## src/hw/rtl/sac_pkg.sv

```systemverilog
// ============================================================================
// sac_pkg: shared definitions for the set associative tag lookup
// Configuration layout, register indexes, codes, defaults, width helpers and
// the replacement LFSR step.
// ============================================================================
package sac_pkg;

    // Default geometry
    localparam int unsigned SAC_SETS        = 256;
    localparam int unsigned SAC_WAYS        = 8;
    localparam int unsigned SAC_TAG_WIDTH   = 32;
    localparam int unsigned SAC_STAMP_WIDTH = 32;

    // Fixed port widths
    localparam int unsigned ADDR_W      = 32;
    localparam int unsigned COUNT_W     = 32;
    localparam int unsigned OUT_WAY_W   = 3;
    localparam int unsigned OUT_SET_W   = 8;
    localparam int unsigned CFG_INDEX_W = 3;
    localparam int unsigned CFG_DATA_W  = 16;
    localparam int unsigned IB_W        = 5;   // holds an index bit count up to 16
    localparam int unsigned SHIFT_W     = 5;   // offset plus index, at most 31

    // Configuration register indexes
    localparam logic [CFG_INDEX_W-1:0] CFG_OFFSET_BITS    = 3'd0;
    localparam logic [CFG_INDEX_W-1:0] CFG_INDEX_BITS     = 3'd1;
    localparam logic [CFG_INDEX_W-1:0] CFG_WAYS_IN_USE    = 3'd2;
    localparam logic [CFG_INDEX_W-1:0] CFG_REPLACE_POLICY = 3'd3;
    localparam logic [CFG_INDEX_W-1:0] CFG_RANDOM_SEED    = 3'd4;

    // Configuration reset values
    localparam logic [3:0] OFFSET_RESET = 4'd6;
    localparam logic [3:0] INDEX_RESET  = 4'd8;
    localparam logic [3:0] WAYS_RESET   = 4'd8;

    // Item kinds and replacement policies
    localparam logic KIND_ACCESS   = 1'b0;
    localparam logic KIND_FLUSH    = 1'b1;
    localparam logic POLICY_LRU    = 1'b0;
    localparam logic POLICY_RANDOM = 1'b1;

    // Replacement LFSR (Galois form)
    localparam int unsigned        LFSR_W     = 16;
    localparam logic [LFSR_W-1:0]  LFSR_TAPS  = 16'hB400;
    localparam logic [LFSR_W-1:0]  SEED_RESET = 16'd44257;

    // Entries in the queue between front and back end
    localparam int unsigned QUEUE_DEPTH = 2;

    // Live configuration seen by front and back end
    typedef struct packed {
        logic [3:0] offset_bits;
        logic [3:0] index_bits;
        logic [3:0] ways_in_use;
        logic       replace_policy;
    } cfg_t;

    // Back end sequencer
    typedef enum logic {
        BK_IDLE,
        BK_LOOK
    } back_state_t;

    // Width of a set number that addresses the tag store
    function automatic int unsigned set_w(input int unsigned sets);
        set_w = (sets > 1) ? $clog2(sets) : 1;
    endfunction

    // Width of a way number
    function automatic int unsigned way_w(input int unsigned ways);
        way_w = (ways > 1) ? $clog2(ways) : 1;
    endfunction

    // Largest usable index bit count: floor(log2(sets))
    function automatic int unsigned max_ib(input int unsigned sets);
        max_ib = $clog2(sets + 1) - 1;
    endfunction

    // One LFSR advance
    function automatic logic [LFSR_W-1:0] lfsr_step(input logic [LFSR_W-1:0] v);
        lfsr_step = (v >> 1) ^ (v[0] ? LFSR_TAPS : '0);
    endfunction

endpackage

```

## src/hw/rtl/sac_front.sv

```systemverilog
// ============================================================================
// sac_front: input side of the tag lookup
// Takes items off the input channel, splits the address into set and tag
// under the current configuration and pushes them into the work queue.
// ============================================================================
module sac_front
    import sac_pkg::*;
#(
    parameter int unsigned SETS      = SAC_SETS,
    parameter int unsigned TAG_WIDTH = SAC_TAG_WIDTH
)(
    input  cfg_t                      cfg,
    input  logic                      in_valid,
    output logic                      in_ready,
    input  logic                      kind,
    input  logic [ADDR_W-1:0]         address,
    input  logic                      q_full,
    output logic                      q_push,
    output logic                      q_kind,
    output logic [set_w(SETS)-1:0]    q_set,
    output logic [TAG_WIDTH-1:0]      q_tag
);

    localparam int unsigned SET_W  = set_w(SETS);
    localparam int unsigned MAX_IB = max_ib(SETS);

    logic [IB_W-1:0]    ib_eff;
    logic [SHIFT_W-1:0] tag_shift;
    logic [ADDR_W-1:0]  shifted;
    logic [ADDR_W-1:0]  set_mask;
    logic [ADDR_W-1:0]  set_full;
    logic [ADDR_W-1:0]  tag_full;

    // Handshake: take an item whenever the queue has room
    assign in_ready = !q_full;
    assign q_push   = in_valid && !q_full;
    assign q_kind   = kind;

    // Address split; index bits clamp to what the tag store can hold
    always_comb
    begin
        if ({1'b0, cfg.index_bits} > IB_W'(MAX_IB))
        begin
            ib_eff = IB_W'(MAX_IB);
        end
        else
        begin
            ib_eff = {1'b0, cfg.index_bits};
        end
        shifted   = address >> cfg.offset_bits;
        set_mask  = (ADDR_W'(1) << ib_eff) - ADDR_W'(1);
        set_full  = shifted & set_mask;
        tag_shift = SHIFT_W'(cfg.offset_bits) + SHIFT_W'(ib_eff);
        tag_full  = address >> tag_shift;
    end

    assign q_set = SET_W'(set_full);
    assign q_tag = TAG_WIDTH'(tag_full);

endmodule

```

## config.mk

```make
export PLATFORM = sky130hd
export DESIGN_NAME = sac_front
export DESIGN_NICKNAME = d
export VERILOG_FILES = /design/src/hw/rtl/sac_pkg.sv /design/src/hw/rtl/sac_front.sv
export SDC_FILE = /design/constraint.sdc
export NUM_CORES = 1
export LEC_CHECK = 0
export BUFFER_PORTS_ARGS = -buffer_cell sky130_fd_sc_hd__buf_2
export CAP_MARGIN = 25
export CELL_PAD_IN_SITES_DETAIL_PLACEMENT = 2
export CELL_PAD_IN_SITES_GLOBAL_PLACEMENT = 2
export CORE_AREA = 4 4 106 108
export DETAILED_ROUTE_END_ITERATION = 16
export DIE_AREA = 0 0 110 112
export PLACE_DENSITY_LB_ADDON = 0.1
export SYNTH_ARGS = -nofsm -noshare
export SYNTH_HDL_FRONTEND = slang
export SYNTH_SLANG_ARGS = --single-unit
```

## constraint.sdc

```tcl
create_clock -name vclk -period 2.9
set_clock_uncertainty 0.2 [all_clocks]
set_input_delay 0.145 -clock vclk [all_inputs]
set_output_delay 0.145 -clock vclk [all_outputs]
set_load 0.05 [all_outputs]
```

==> flow_summary.toml <==
[route]
viasPerCell = 5.66
drt_iter0_drc = 111
first_pass_iters = 4
routedWlPerCell_um = 21.9
ant_nets = 0
wirelength_um = 12800
drc_errors = 0
via_count = 3308

[setup_path]
crit_slowest_cell = "fa_2"
cp-start-kind = "primary input"
path_cells = "buf_8, inv_4, nor2_4, ha_4, fa_2, buf_12, buf_16, mux4_2, mux4_2, mux2_4, buf_8"
worstPathMaxFanout = 12
crit_start = "cfg[5]"
crit_arrival_ps = 2620
criticalPathCategory = "in2out"
crit_family = "multiplexers"
slowest_delay_ps = 590
end_kind = "primary output"
cp.required_ps = 2560
crit_buf_inv = 5

[power]
peakVddDrop_mv = 0.219
cellPowerDensity_nw_per_um2 = 476
p_leak_nw = 1.87
total_power_mw = 2.06

[synthesis]
synth_simple_gate_area_frac = 0.167
avgSynthCellArea_sq_um = 8.26
yosysTopAreaCellShare = 0.288
netlist_area_sq_um = 2740
synth_commonest_cells = "mux4_2 (35), nand2_1 (35), mux2i_1 (33)"
muxShareOfSynthArea = 0.502
synth_top_area_cell = "mux4_2"
synth_top_family_by_area = "multiplexers"
yosysSeqAreaShare = 0
synth-xor-area-share = 0.00961
synth_fa_ha_area_frac = 0.0302
ys_types = 45
ys_top_cells_by_area = "mux4_2 (29%), mux2i_1 (12%), mux4_1 (4.8%), nand2_1 (4.8%), a21oi_1 (4.8%)"
synth-compound-area-share = 0.204
synth_nets = 385
postSynthCellCount = 331
ys_warn_count = 0

[layout]
nFlopsAndLatches = 0
drive_gt1_frac = 0.596
nets = 504
n_antenna_cell = 0
fillerInstances = 1112
area_delta_synth_final_pct = 58.0
seqCellArea_sq_um = 0
clock_buffers = 0

[run_status]
violations = "negative setup slack"
status = "finished, violations left"

[cts]
holdBufCountCts = 0

[grt]
use_met2 = 0.361
antenna_found_initial = 0
grt_pass1_wl_um = 20000
grt.met3_usage = 0.00348
grt-busiest-layer = "met2"
grt.met1_usage = 0.290
grt_max_degree = 30
grt_overflow = 0
grt_pass1_vias = 3472
track_usage = 0.206

[placed_design]
gp_congestion = 0.892
dp_hpwl_um = 10200
io_buffers = 84

[sta]
setup_ws_ps = -64.4
tightest_slew_ps = 447
max_freq_mhz = 337
slew_viol_final = 0
period_minus_slack_ps = 2960
rsz0062_at_grt = "true"
finalSetupTns_ps = -125
finalHoldViolCount = 0
relSlewSlack = 0.693
timing.final.crit_share = 1.02
setup_viol = 5

[die]
core_area_sq_um = 10200
pin_count = 91
die_area_sq_um = 12300
die_y_um = 112
row_count = 37
die_x_um = 110
initial_utilization = 0.267

[hold_path]
hp-class = "in2out"
min_to = "q_kind"
hold-path-cell-count = 0
min_from = "kind"

[job]
drv_cap = 0
[routing by layer]
metal	vias to the layer above	part of all wire
met5	-	0
met4	0	0.014
met3	8	0.031
met2	78	0.51
met1	1707	0.44
li1	1515	-
[kinds of logic after synthesis]
family | Yosys count
AND/OR/NAND/NOR | 101
AO/OA/AOI/OAI | 90
multiplexers | 84
buffers and inverters | 47
adder cells (fa/ha/maj) | 6
XOR/XNOR | 3
[power by group]
group / total, mW / switching, mW / internal [mW] / leakage (nW)
registers: 0 / 0 / 0 / 0
clock network: 0 / 0 / 0 / 0
logic: 2.06 / 1.19 / 0.870 / 1.87
[cell usage in the layout (no fill, tap or decap), drive strengths merged, types with 2 or more instances in the layout]
master / instances
buf: 152
mux4: 40
nand2: 35
mux2i: 33
nor2: 30
a21oi: 26
o21ai: 23
inv: 12
mux2: 11
nand3: 10
o211ai: 9
a211oi: 8
and3: 7
ha: 5
nor3: 5
a21o: 4
nor2b: 4
and2: 4
a22oi: 4
o31ai: 3
a31oi: 2
o21a: 2
xnor2: 2
o22ai: 2
a221oi: 2
[how the worst max path moves through the flow]
stage                           to  slack, ps  depth (start not counted)
after floorplan           q_tag[3]       -120                         10
after global placement    q_tag[0]       -220                         12
after detailed placement  q_tag[0]       -250                         12
after CTS                 q_tag[5]       -140                         11
after global routing      q_tag[5]       -140                         11
final                     q_tag[5]        -60                         11
[final cells by class]
| class | count | area, sq um | area share |
|---|---|---|---|
| inverters | 12 | 47.5 | 0.0110 |
| well taps | 136 | 170 | 0.0394 |
| multi-input cells | 284 | 2870 | 0.663 |
| repair buffers | 152 | 1240 | 0.286 |
[what timing repair did]
action                     CTS  global route
cloned                       2             0
pin swaps                   21            17
gates resized for setup    101            26
setup endpoints to repair   27            28
setup buffers                4             2
[stage by stage]
stage / instances / setup WS, ps / utilization / cell area, sq um / hold WS, ps
after global placement: 576 / -219 / 0.375 / 3840 / 90.6
after global routing: 584 / -136 / 0.422 / 4320 / 90.1
after floorplan: 331 / -117 / - / 2930 / 257
final: 584 / -64.4 / 0.422 / 4320 / 90.0
after detailed placement: 576 / -252 / 0.375 / 3840 / 90.6
after CTS: 582 / -143 / 0.412 / 4210 / 90.6
Note: power is estimated with default switching activity, not from simulation.
