File: config.mk
export PLATFORM = sky130hd
export DESIGN_NAME = sac_queue
export DESIGN_NICKNAME = d
export VERILOG_FILES = /design/src/hw/rtl/sac_pkg.sv /design/src/hw/rtl/sac_queue.sv
export SDC_FILE = /design/constraint.sdc
export NUM_CORES = 1
export LEC_CHECK = 0
export ABC_AREA = 1
export BUFFER_PORTS_ARGS = -buffer_cell sky130_fd_sc_hd__buf_4
export CAP_MARGIN = 40
export CORE_AREA = 2 2 39 41
export DETAILED_ROUTE_END_ITERATION = 10
export DIE_AREA = 0 0 41 43
export PLACE_DENSITY = 0.45
export SLEW_MARGIN = 20
export SYNTH_ARGS = -nofsm -noshare
export SYNTH_HDL_FRONTEND = slang
export SYNTH_SLANG_ARGS = --single-unit
export TNS_END_PERCENT = 100
File: constraint.sdc
create_clock -name clk -period 0.9 [get_ports clk]
set_clock_uncertainty 0.05 [all_clocks]
set_input_delay 0.09 -clock clk [delete_from_list [all_inputs] [get_ports clk]]
set_output_delay 0.09 -clock clk [all_outputs]
set_load 0.02 [all_outputs]
File: src/hw/rtl/sac_pkg.sv
// ============================================================================
// sac_pkg: shared definitions for the set associative tag lookup
// Configuration layout, register indexes, codes, defaults, width helpers and
// the replacement LFSR step.
// ============================================================================
package sac_pkg;

    // Default geometry
    localparam int unsigned SAC_SETS        = 256;
    localparam int unsigned SAC_WAYS        = 8;
    localparam int unsigned SAC_TAG_WIDTH   = 32;
    localparam int unsigned SAC_STAMP_WIDTH = 32;

    // Fixed port widths
    localparam int unsigned ADDR_W      = 32;
    localparam int unsigned COUNT_W     = 32;
    localparam int unsigned OUT_WAY_W   = 3;
    localparam int unsigned OUT_SET_W   = 8;
    localparam int unsigned CFG_INDEX_W = 3;
    localparam int unsigned CFG_DATA_W  = 16;
    localparam int unsigned IB_W        = 5;   // holds an index bit count up to 16
    localparam int unsigned SHIFT_W     = 5;   // offset plus index, at most 31

    // Configuration register indexes
    localparam logic [CFG_INDEX_W-1:0] CFG_OFFSET_BITS    = 3'd0;
    localparam logic [CFG_INDEX_W-1:0] CFG_INDEX_BITS     = 3'd1;
    localparam logic [CFG_INDEX_W-1:0] CFG_WAYS_IN_USE    = 3'd2;
    localparam logic [CFG_INDEX_W-1:0] CFG_REPLACE_POLICY = 3'd3;
    localparam logic [CFG_INDEX_W-1:0] CFG_RANDOM_SEED    = 3'd4;

    // Configuration reset values
    localparam logic [3:0] OFFSET_RESET = 4'd6;
    localparam logic [3:0] INDEX_RESET  = 4'd8;
    localparam logic [3:0] WAYS_RESET   = 4'd8;

    // Item kinds and replacement policies
    localparam logic KIND_ACCESS   = 1'b0;
    localparam logic KIND_FLUSH    = 1'b1;
    localparam logic POLICY_LRU    = 1'b0;
    localparam logic POLICY_RANDOM = 1'b1;

    // Replacement LFSR (Galois form)
    localparam int unsigned        LFSR_W     = 16;
    localparam logic [LFSR_W-1:0]  LFSR_TAPS  = 16'hB400;
    localparam logic [LFSR_W-1:0]  SEED_RESET = 16'd44257;

    // Entries in the queue between front and back end
    localparam int unsigned QUEUE_DEPTH = 2;

    // Live configuration seen by front and back end
    typedef struct packed {
        logic [3:0] offset_bits;
        logic [3:0] index_bits;
        logic [3:0] ways_in_use;
        logic       replace_policy;
    } cfg_t;

    // Back end sequencer
    typedef enum logic {
        BK_IDLE,
        BK_LOOK
    } back_state_t;

    // Width of a set number that addresses the tag store
    function automatic int unsigned set_w(input int unsigned sets);
        set_w = (sets > 1) ? $clog2(sets) : 1;
    endfunction

    // Width of a way number
    function automatic int unsigned way_w(input int unsigned ways);
        way_w = (ways > 1) ? $clog2(ways) : 1;
    endfunction

    // Largest usable index bit count: floor(log2(sets))
    function automatic int unsigned max_ib(input int unsigned sets);
        max_ib = $clog2(sets + 1) - 1;
    endfunction

    // One LFSR advance
    function automatic logic [LFSR_W-1:0] lfsr_step(input logic [LFSR_W-1:0] v);
        lfsr_step = (v >> 1) ^ (v[0] ? LFSR_TAPS : '0);
    endfunction

endpackage

File: src/hw/rtl/sac_queue.sv
// ============================================================================
// sac_queue: short work queue between front and back end
// Register based FIFO; lets the front keep accepting while the back end is
// busy with a lookup or waiting on the output channel.
// ============================================================================
module sac_queue
    import sac_pkg::*;
#(
    parameter int unsigned WIDTH = 1
)(
    input  logic             clk,
    input  logic             rst_n,
    input  logic             push,
    input  logic [WIDTH-1:0] push_data,
    output logic             full,
    input  logic             pop,
    output logic [WIDTH-1:0] pop_data,
    output logic             empty
);

    localparam int unsigned PTR_W = (QUEUE_DEPTH > 1) ? $clog2(QUEUE_DEPTH) : 1;
    localparam int unsigned CNT_W = $clog2(QUEUE_DEPTH + 1);

    logic [WIDTH-1:0] slot_reg [QUEUE_DEPTH];
    logic [PTR_W-1:0] wr_ptr_reg;
    logic [PTR_W-1:0] wr_ptr_next;
    logic [PTR_W-1:0] rd_ptr_reg;
    logic [PTR_W-1:0] rd_ptr_next;
    logic [CNT_W-1:0] count_reg;
    logic [CNT_W-1:0] count_next;

    assign full     = (count_reg == CNT_W'(QUEUE_DEPTH));
    assign empty    = (count_reg == '0);
    assign pop_data = slot_reg[rd_ptr_reg];

    // Pointer and fill count update
    always_comb
    begin
        wr_ptr_next = wr_ptr_reg;
        rd_ptr_next = rd_ptr_reg;
        count_next  = count_reg;
        if (push)
        begin
            wr_ptr_next = (wr_ptr_reg == PTR_W'(QUEUE_DEPTH - 1)) ? '0
                                                                   : wr_ptr_reg + PTR_W'(1);
        end
        if (pop)
        begin
            rd_ptr_next = (rd_ptr_reg == PTR_W'(QUEUE_DEPTH - 1)) ? '0
                                                                   : rd_ptr_reg + PTR_W'(1);
        end
        if (push && !pop)
        begin
            count_next = count_reg + CNT_W'(1);
        end
        else if (pop && !push)
        begin
            count_next = count_reg - CNT_W'(1);
        end
    end

    always_ff @(posedge clk or negedge rst_n)
    begin
        if (!rst_n)
        begin
            wr_ptr_reg <= '0;
            rd_ptr_reg <= '0;
            count_reg  <= '0;
        end
        else
        begin
            wr_ptr_reg <= wr_ptr_next;
            rd_ptr_reg <= rd_ptr_next;
            count_reg  <= count_next;
        end
    end

    // Storage
    always_ff @(posedge clk)
    begin
        if (push)
        begin
            slot_reg[wr_ptr_reg] <= push_data;
        end
    end

endmodule

==> results.py, run 1 <==
metrics = {
    "run": {
        "max_cap_viol_count": 0,
    },
    "route": {
        "via_count_of_the_routed_design": 253,
        "drc": 0,
        "route.detailed.wl_per_inst_um": 7.66,
        "viasPerCell": 3.72,
        "antenna_left": 0,
        "drtIter0Drc": 3,
        "route.final.wire_length_um": 521,
        "drt_pass1_iterations": 2,
    },
    "timing": {
        "hold_violations": 0,
        "finalSetupViolCount": 5,
        "total_count_of_max_transition_violations_in_the_final_report": 0,
        "slew_headroom_pct": 89.4,
        "layout_worst_path_cycle_share_pct": 134,
        "final.min_clock_period_ns": 1.20,
        "setup_slack_ns": -0.302,
        "maxClockFrequency_mhz": 832,
        "final_hold_slack_ns": 0.0694,
        "rsz_0062_raised_after_global_routing": "true",
        "least_margin_pin_slew_ns": 0.159,
    },
    "power_and_ir_drop": {
        "leakage_uw": 0.000267,
        "vdd_drop_max_uv": 816,
        "power_density_mw_per_mm2": 2780,
    },
    "placed_design": {
        "globalplace.congestion": 0.693,
        "count_of_input_and_output_buffers": 7,
        "detailedPlacementHpwl_um": 364,
        "dp_slack_ns": -0.0673,
    },
    "clock_network": {
        "clk_path_buf_depth": 2,
        "cts.reportedPaths.clkPinSlew_ns": 0.04,
        "cts_max_level": 1,
        "cts_inserted_buffers": 3,
        "worstSkewPairLatency_ns": 0.24,
        "ctsRootBufferMaster": "sky130_fd_sc_hd__clkbuf_4",
        "tritoncts_num_sinks": 6,
        "cts_tree": "built",
    },
    "logic_synthesis": {
        "netlist_top_cells_count": "9 x sky130_fd_sc_hd__nand2_1, 6 x sky130_fd_sc_hd__inv_1, 4 x sky130_fd_sc_hd__dfrtp_1",
        "synth_top_cell_area_share_pct": 34.6,
        "synthesis.area_per_instance_um2": 9.03,
        "async_reset_ff_share_pct": 66.7,
        "cell_with_the_most_instances_after_synthesis": "sky130_fd_sc_hd__nand2_1",
        "synthDominantAreaCellType": "sky130_fd_sc_hd__dfrtp_1",
        "ys.warnings.count": 0,
        "top_post_synthesis_cells_by_area": "sky130_fd_sc_hd__dfrtp_1 35%, sky130_fd_sc_hd__edfxtp_1 21%, sky130_fd_sc_hd__nand2_1 12%",
        "synth_enable_flop_cells": 2,
        "post_synth_num_cell_types": 11,
        "synth_sequential_area_ratio_pct": 55.4,
        "syn_inst": 32,
        "dominantRegCellSynth": "sky130_fd_sc_hd__dfrtp_1",
        "synth_nets": 38,
        "postSynthRegisterBits": 6,
        "synthesis.area_um2": 289,
    },
    "global_route": {
        "globalRouteTotalUtil_pct": 7.71,
        "grt_max_degree": 5,
        "remaining_global_route_overflow": 0,
        "number_of_antenna_violations_at_the_first_check_in_global_routing": 0,
        "grt_pass1_wl_um": 910,
        "grt_pass1_vias": 249,
    },
    "finish": {
        "n_antenna_cell": 0,
        "final_layout_size_suffix_gt1_share_pct": 46.2,
        "final_net_count": 59,
        "area.sequential_um2": 160,
        "final.fill_count": 144,
        "area.growth.synth_to_final_pct": 70.6,
        "multi_input_comb_area_um2": 121,
        "final_core_utilization_pct": 35.6,
    },
    "worst_setup_path": {
        "cp.buffers_inverters": 1,
        "worst_setup_path_end_kind": "primary output",
        "crit_family": "flip-flops",
        "cp_data_arrival_time_ns": 1.06,
        "chain_of_cells_forming_the_critical_path": "mux2_4 > buf_6",
        "crit_fanout": 2,
        "critical_path.slowest_cell": "sky130_fd_sc_hd__dfrtp_1",
        "crit_required_ns": 0.76,
        "critical_path_class": "flop to primary output",
        "setup.worst_path.start_class": "flop",
        "crit_path_max_incr_delay_ns": 0.38,
    },
    "floorplanning": {
        "chipHeight_um": 43,
        "number_of_placement_rows": 14,
        "dieArea_mm2": 0.00176,
        "core_area_mm2": 0.00138,
        "die_x_um": 41,
        "i_o_pins": 8,
        "initial_core_util_pct": 20.9,
    },
    "min_path": {
        "worst_hold_path_type": "primary input to flop",
    },
    "run_status": {
        "status": "finished, violations left",
        "violations_in_the_final_reports": "setup timing",
    },
}
[kinds of logic (layout without fill, tap and decap cells)]
family        Yosys count  count (layout)  share of synthesized area, %
mux                     1               1                          3.90
fa+ha+maj               1               1                          4.33
xor+xnor                2               2                          6.06
buf+inv                 7              27                          9.09
flops                   6               6                          55.4
simple gates           15              15                          21.2
[through the flow]
| stage | total power [uW] | instances | cell area, um2 | setup TNS [ns] |
|---|---|---|---|---|
| floorplan | 702 | 32 | 289 | 0 |
| global placement | 883 | 58 | 384 | -0.122 |
| detailed placement | 889 | 58 | 384 | -0.130 |
| CTS | 1270 | 67 | 457 | -0.646 |
| global route | 1470 | 68 | 493 | -0.858 |
| finish | 1370 | 68 | 493 | -0.631 |
[worst reg2reg max path, cell delays in order (launching register included)]
cell and delay [ns]:
sky130_fd_sc_hd__dfrtp_1 0.39, sky130_fd_sc_hd__buf_6 0.13, sky130_fd_sc_hd__inv_4 0.04, sky130_fd_sc_hd__nand2_4 0.05, sky130_fd_sc_hd__nand3_2 0.06, sky130_fd_sc_hd__nand2_1 0.06, sky130_fd_sc_hd__nand2_1 0.05
[power by group]
part,switching [uW],internal (uW),leakage (uW)
logic,274,365,0.000186
registers,79.5,387,0.0000660
clock network,98.0,168,0.0000150
total,452,920,0.000267
[repair_timing]
item | CTS | global route
setup buffers | 3 | 1
endpoints found under the hold margin | 6 | 0
gates resized for setup | 1 | 9
pin swaps | 0 | 4
setup endpoints to repair | 3 | 4
hold buffers | 2 | 0
[cells in the final DEF (no fill, tap or decap)]
master,n
sky130_fd_sc_hd__inv_2,1
sky130_fd_sc_hd__buf_6,3
sky130_fd_sc_hd__ha_1,1
sky130_fd_sc_hd__edfxtp_1,2
sky130_fd_sc_hd__nand3_2,1
sky130_fd_sc_hd__nand2_4,1
sky130_fd_sc_hd__nand2_1,8
sky130_fd_sc_hd__nand2_2,1
sky130_fd_sc_hd__clkbuf_4,3
sky130_fd_sc_hd__nor2_1,2
sky130_fd_sc_hd__dfrtp_1,4
sky130_fd_sc_hd__mux2_4,1
sky130_fd_sc_hd__nand3_1,1
sky130_fd_sc_hd__nor2_2,1
sky130_fd_sc_hd__clkbuf_1,1
sky130_fd_sc_hd__dlygate4sd3_1,2
sky130_fd_sc_hd__inv_4,1
sky130_fd_sc_hd__buf_4,11
sky130_fd_sc_hd__inv_1,5
sky130_fd_sc_hd__xor2_1,2
[layout make-up]
cell class | instances | share of cell area [%]
tap | 16 | 4.06
inverter | 7 | 5.84
sequential | 6 | 32.5
timing repair buffer | 16 | 27.7
multi-input combinational | 19 | 24.6
clock buffer | 4 | 5.33
[metal layers]
metal  wire (um)  GRT usage [%]
met3          13              0
met1         235           11.3
met4          11           8.00
met5           0              0
met2         261           9.38
[worst paths after layout]
kind,startpoint,end,slack (ns),cells after the start
worst min register to register,wr_ptr_reg,wr_ptr_reg,0.45,1
worst max register to register,count_reg[0],count_reg[1],-0.04,6
worst min-delay path,pop,rd_ptr_reg,0.07,3
max in group asynchronous,rst_n,count_reg[1],0.57,2
min in group asynchronous,rst_n,wr_ptr_reg,0.13,2
worst max-delay path,rd_ptr_reg,pop_data,-0.30,2
(Power assumes the default switching activity.)
==> run 2, diff against run 1 <==
--- a/config.mk
+++ b/config.mk
@@ -11,7 +11,7 @@
 export CORE_AREA = 2 2 39 41
 export DETAILED_ROUTE_END_ITERATION = 10
 export DIE_AREA = 0 0 41 43
-export PLACE_DENSITY = 0.45
+export PLACE_DENSITY = 0.43
 export SLEW_MARGIN = 20
 export SYNTH_ARGS = -nofsm -noshare
 export SYNTH_HDL_FRONTEND = slang
==> run 2 against run 1 <==
The flow still finishes with violations (setup timing); register-to-register slack barely moved; first-iteration DRC count rose by 33%; critical path depth did not move; clock power fell by 7%; design area fell by 4.8%; sequential power barely moved; hold slack improved by 0.0053 ns; critical path type unchanged; critical endpoint unchanged; highest routed layer is now met3.
==> results.py, run 2 (synthesis gave the netlist of run 1 again) <==
metrics = {
    "worst_setup_path": {
        "crit_family": "flip-flops",
        "launching_element_of_the_worst_setup_path": "rd_ptr_reg",
        "crit_required_ns": 0.76,
        "reg2reg_to": "count_reg[1]",
        "reg2reg_from": "count_reg[0]",
        "cp_data_arrival_time_ns": 1.06,
        "crit_path_max_incr_delay_ns": 0.39,
        "critical_path_class": "flop to primary output",
        "r2r_slack_ns": -0.03,
        "chain_of_cells_forming_the_critical_path": "mux2_4 > buf_6",
        "worst_setup_path_end_kind": "primary output",
        "critical_path.slowest_cell": "sky130_fd_sc_hd__dfrtp_1",
        "r2r.worst_path.cells": 6,
        "crit_fanout": 2,
        "setup.worst_path.start_class": "flop",
        "cp.buffers_inverters": 1,
    },
    "placed_design": {
        "count_of_input_and_output_buffers": 7,
        "detailedPlacementHpwl_um": 417,
        "placement.cell_area_um2": 384,
        "globalplace.congestion": 0.642,
    },
    "finish": {
        "layout_commonest_cell": "sky130_fd_sc_hd__buf_4",
        "area.growth.synth_to_final_pct": 62.3,
        "final.fill_count": 145,
        "final_cell_mix": "10 x sky130_fd_sc_hd__buf_4, 8 x sky130_fd_sc_hd__nand2_1, 5 x sky130_fd_sc_hd__inv_1, 4 x sky130_fd_sc_hd__dfrtp_1",
        "fin_area_um2": 469,
        "n_antenna_cell": 0,
        "final_layout_size_suffix_gt1_share_pct": 42.0,
        "final_net_count": 58,
    },
    "timing": {
        "final.min_clock_period_ns": 1.20,
        "slew_headroom_pct": 90.7,
        "hold_violations": 0,
        "final.setup.tns_ns": -0.636,
        "total_count_of_max_transition_violations_in_the_final_report": 0,
        "least_margin_pin_slew_ns": 0.139,
        "maxClockFrequency_mhz": 832,
        "finalSetupViolCount": 5,
        "setup_slack_ns": -0.301,
        "layout_worst_path_cycle_share_pct": 133,
        "rsz_0062_raised_after_global_routing": "true",
    },
    "power_and_ir_drop": {
        "p_sw_share_pct": 33.0,
        "power.sequential.fraction_pct": 35.8,
        "cell_internal_pwr_uw": 868,
        "clock_power_share_pct": 19.1,
        "vdd_drop_max_uv": 1180,
        "power.share.combinational_pct": 45.1,
        "power_density_mw_per_mm2": 2760,
        "p_sw_uw": 429,
        "leakage_uw": 0.000253,
    },
    "global_route": {
        "grt_pass1_wl_um": 883,
        "grt_max_degree": 5,
        "remaining_global_route_overflow": 0,
        "number_of_antenna_violations_at_the_first_check_in_global_routing": 0,
        "grt_pass1_vias": 236,
        "globalRouteTotalUtil_pct": 8.00,
    },
    "floorplanning": {
        "number_of_placement_rows": 14,
        "die_x_um": 41,
        "i_o_pins": 8,
        "initial_core_util_pct": 20.9,
        "core_area_mm2": 0.00138,
        "dieArea_mm2": 0.00176,
        "chipHeight_um": 43,
    },
    "min_path": {
        "min_from": "pop",
        "min_path_cells": 3,
        "hold_end": "rd_ptr_reg",
        "worst_hold_path_type": "primary input to flop",
    },
    "clock_network": {
        "cts_inserted_buffers": 3,
        "tritoncts_num_sinks": 6,
        "worstSkewPairLatency_ns": 0.24,
        "cts_max_level": 1,
        "cts_tree": "built",
        "ctsRootBufferMaster": "sky130_fd_sc_hd__clkbuf_4",
        "clk_path_buf_depth": 2,
        "cts.reportedPaths.clkPinSlew_ns": 0.05,
    },
    "route": {
        "via_count_of_the_routed_design": 240,
        "route.detailed.wl_per_inst_um": 8.62,
        "route.final.wire_length_um": 569,
        "drc": 0,
        "drtIter0Drc": 4,
        "viasPerCell": 3.64,
        "drt_pass1_iterations": 2,
        "antenna_left": 0,
    },
    "run_status": {
        "violations_in_the_final_reports": "setup timing",
        "status": "finished, violations left",
    },
    "run": {
        "max_cap_viol_count": 0,
    },
}
==> run 2: changes by cell type in the layout (fill, tap and decap cells not counted) <==
cell,before,now
sky130_fd_sc_hd__nand3_1,1,2
sky130_fd_sc_hd__nand3_2,1,0
sky130_fd_sc_hd__buf_4,11,10
sky130_fd_sc_hd__nor2_1,2,3
sky130_fd_sc_hd__nand2_4,1,0
sky130_fd_sc_hd__nor2_2,1,0
sky130_fd_sc_hd__clkbuf_1,1,0
sky130_fd_sc_hd__nand2_2,1,2
==> run 2: how the worst max path moves through the flow <==
| stage | end | depth (start not counted) |
|---|---|---|
| 2_1_floorplan | pop_data | 1 |
| 3_3_place_gp | count_reg[1] | 7 |
| 3_5_place_dp | count_reg[1] | 7 |
| 4_1_cts | pop_data | 2 |
| 5_1_grt | pop_data | 2 |
| 6_report | pop_data | 2 |
==> run 2: layout make-up <==
class,instances,area [um2],share of cell area (%)
sequential,6,160,34.1
timing repair buffer,15,129,27.5
clock buffer,3,22.5,4.80
tap,16,20.0,4.27
multi-input combinational,19,109,23.2
inverter,7,28.8,6.13
==> run 2: worst register-to-register path: cells and delay by family (launching register included) <==
kind	cells	cell delay, ns
and+or+nand+nor	4	0.21
DFF	1	0.38
buffers and inverters	2	0.16
==> run 2: routing by layer <==
| metal | up-vias | routed length [um] | global-route usage [%] |
|---|---|---|---|
| met5 | - | 0 | 0 |
| met4 | 0 | 0 | 4.00 |
| met3 | 0 | 49 | 4.71 |
| met1 | 100 | 291 | 9.57 |
| li1 | 132 | - | - |
| met2 | 8 | 228 | 10.9 |
==> run 2: what timing repair did <==
action,in CTS,in global routing
pin swaps,2,0
endpoints found under the hold margin,6,0
resized for setup,5,2
hold buffers,2,0
buffers inserted,3,0
setup endpoints to repair,3,5
==> run 2: power by group through the flow <==
stage          logic, uW  clock network (uW)  registers (uW)
2_1_floorplan        249                   0             453
3_3_place_gp         417                   0             469
3_5_place_dp         418                   0             467
4_1_cts              575                 257             457
5_1_grt              634                 271             483
6_report             585                 247             465
==> run 2: per-stage QoR <==
| stage | total power (uW) | hold WS [ns] | cells | utilization [%] | worst slack [ns] |
|---|---|---|---|---|---|
| 2_1_floorplan | 702 | -0.256 | 32 | - | 0.0320 |
| 3_3_place_gp | 886 | -0.161 | 58 | 27.8 | -0.0662 |
| 3_5_place_dp | 885 | -0.158 | 58 | 27.8 | -0.0704 |
| 4_1_cts | 1290 | 0.0710 | 66 | 33.6 | -0.307 |
| 5_1_grt | 1390 | 0.0746 | 66 | 33.9 | -0.351 |
| 6_report | 1300 | 0.0747 | 66 | 33.9 | -0.301 |
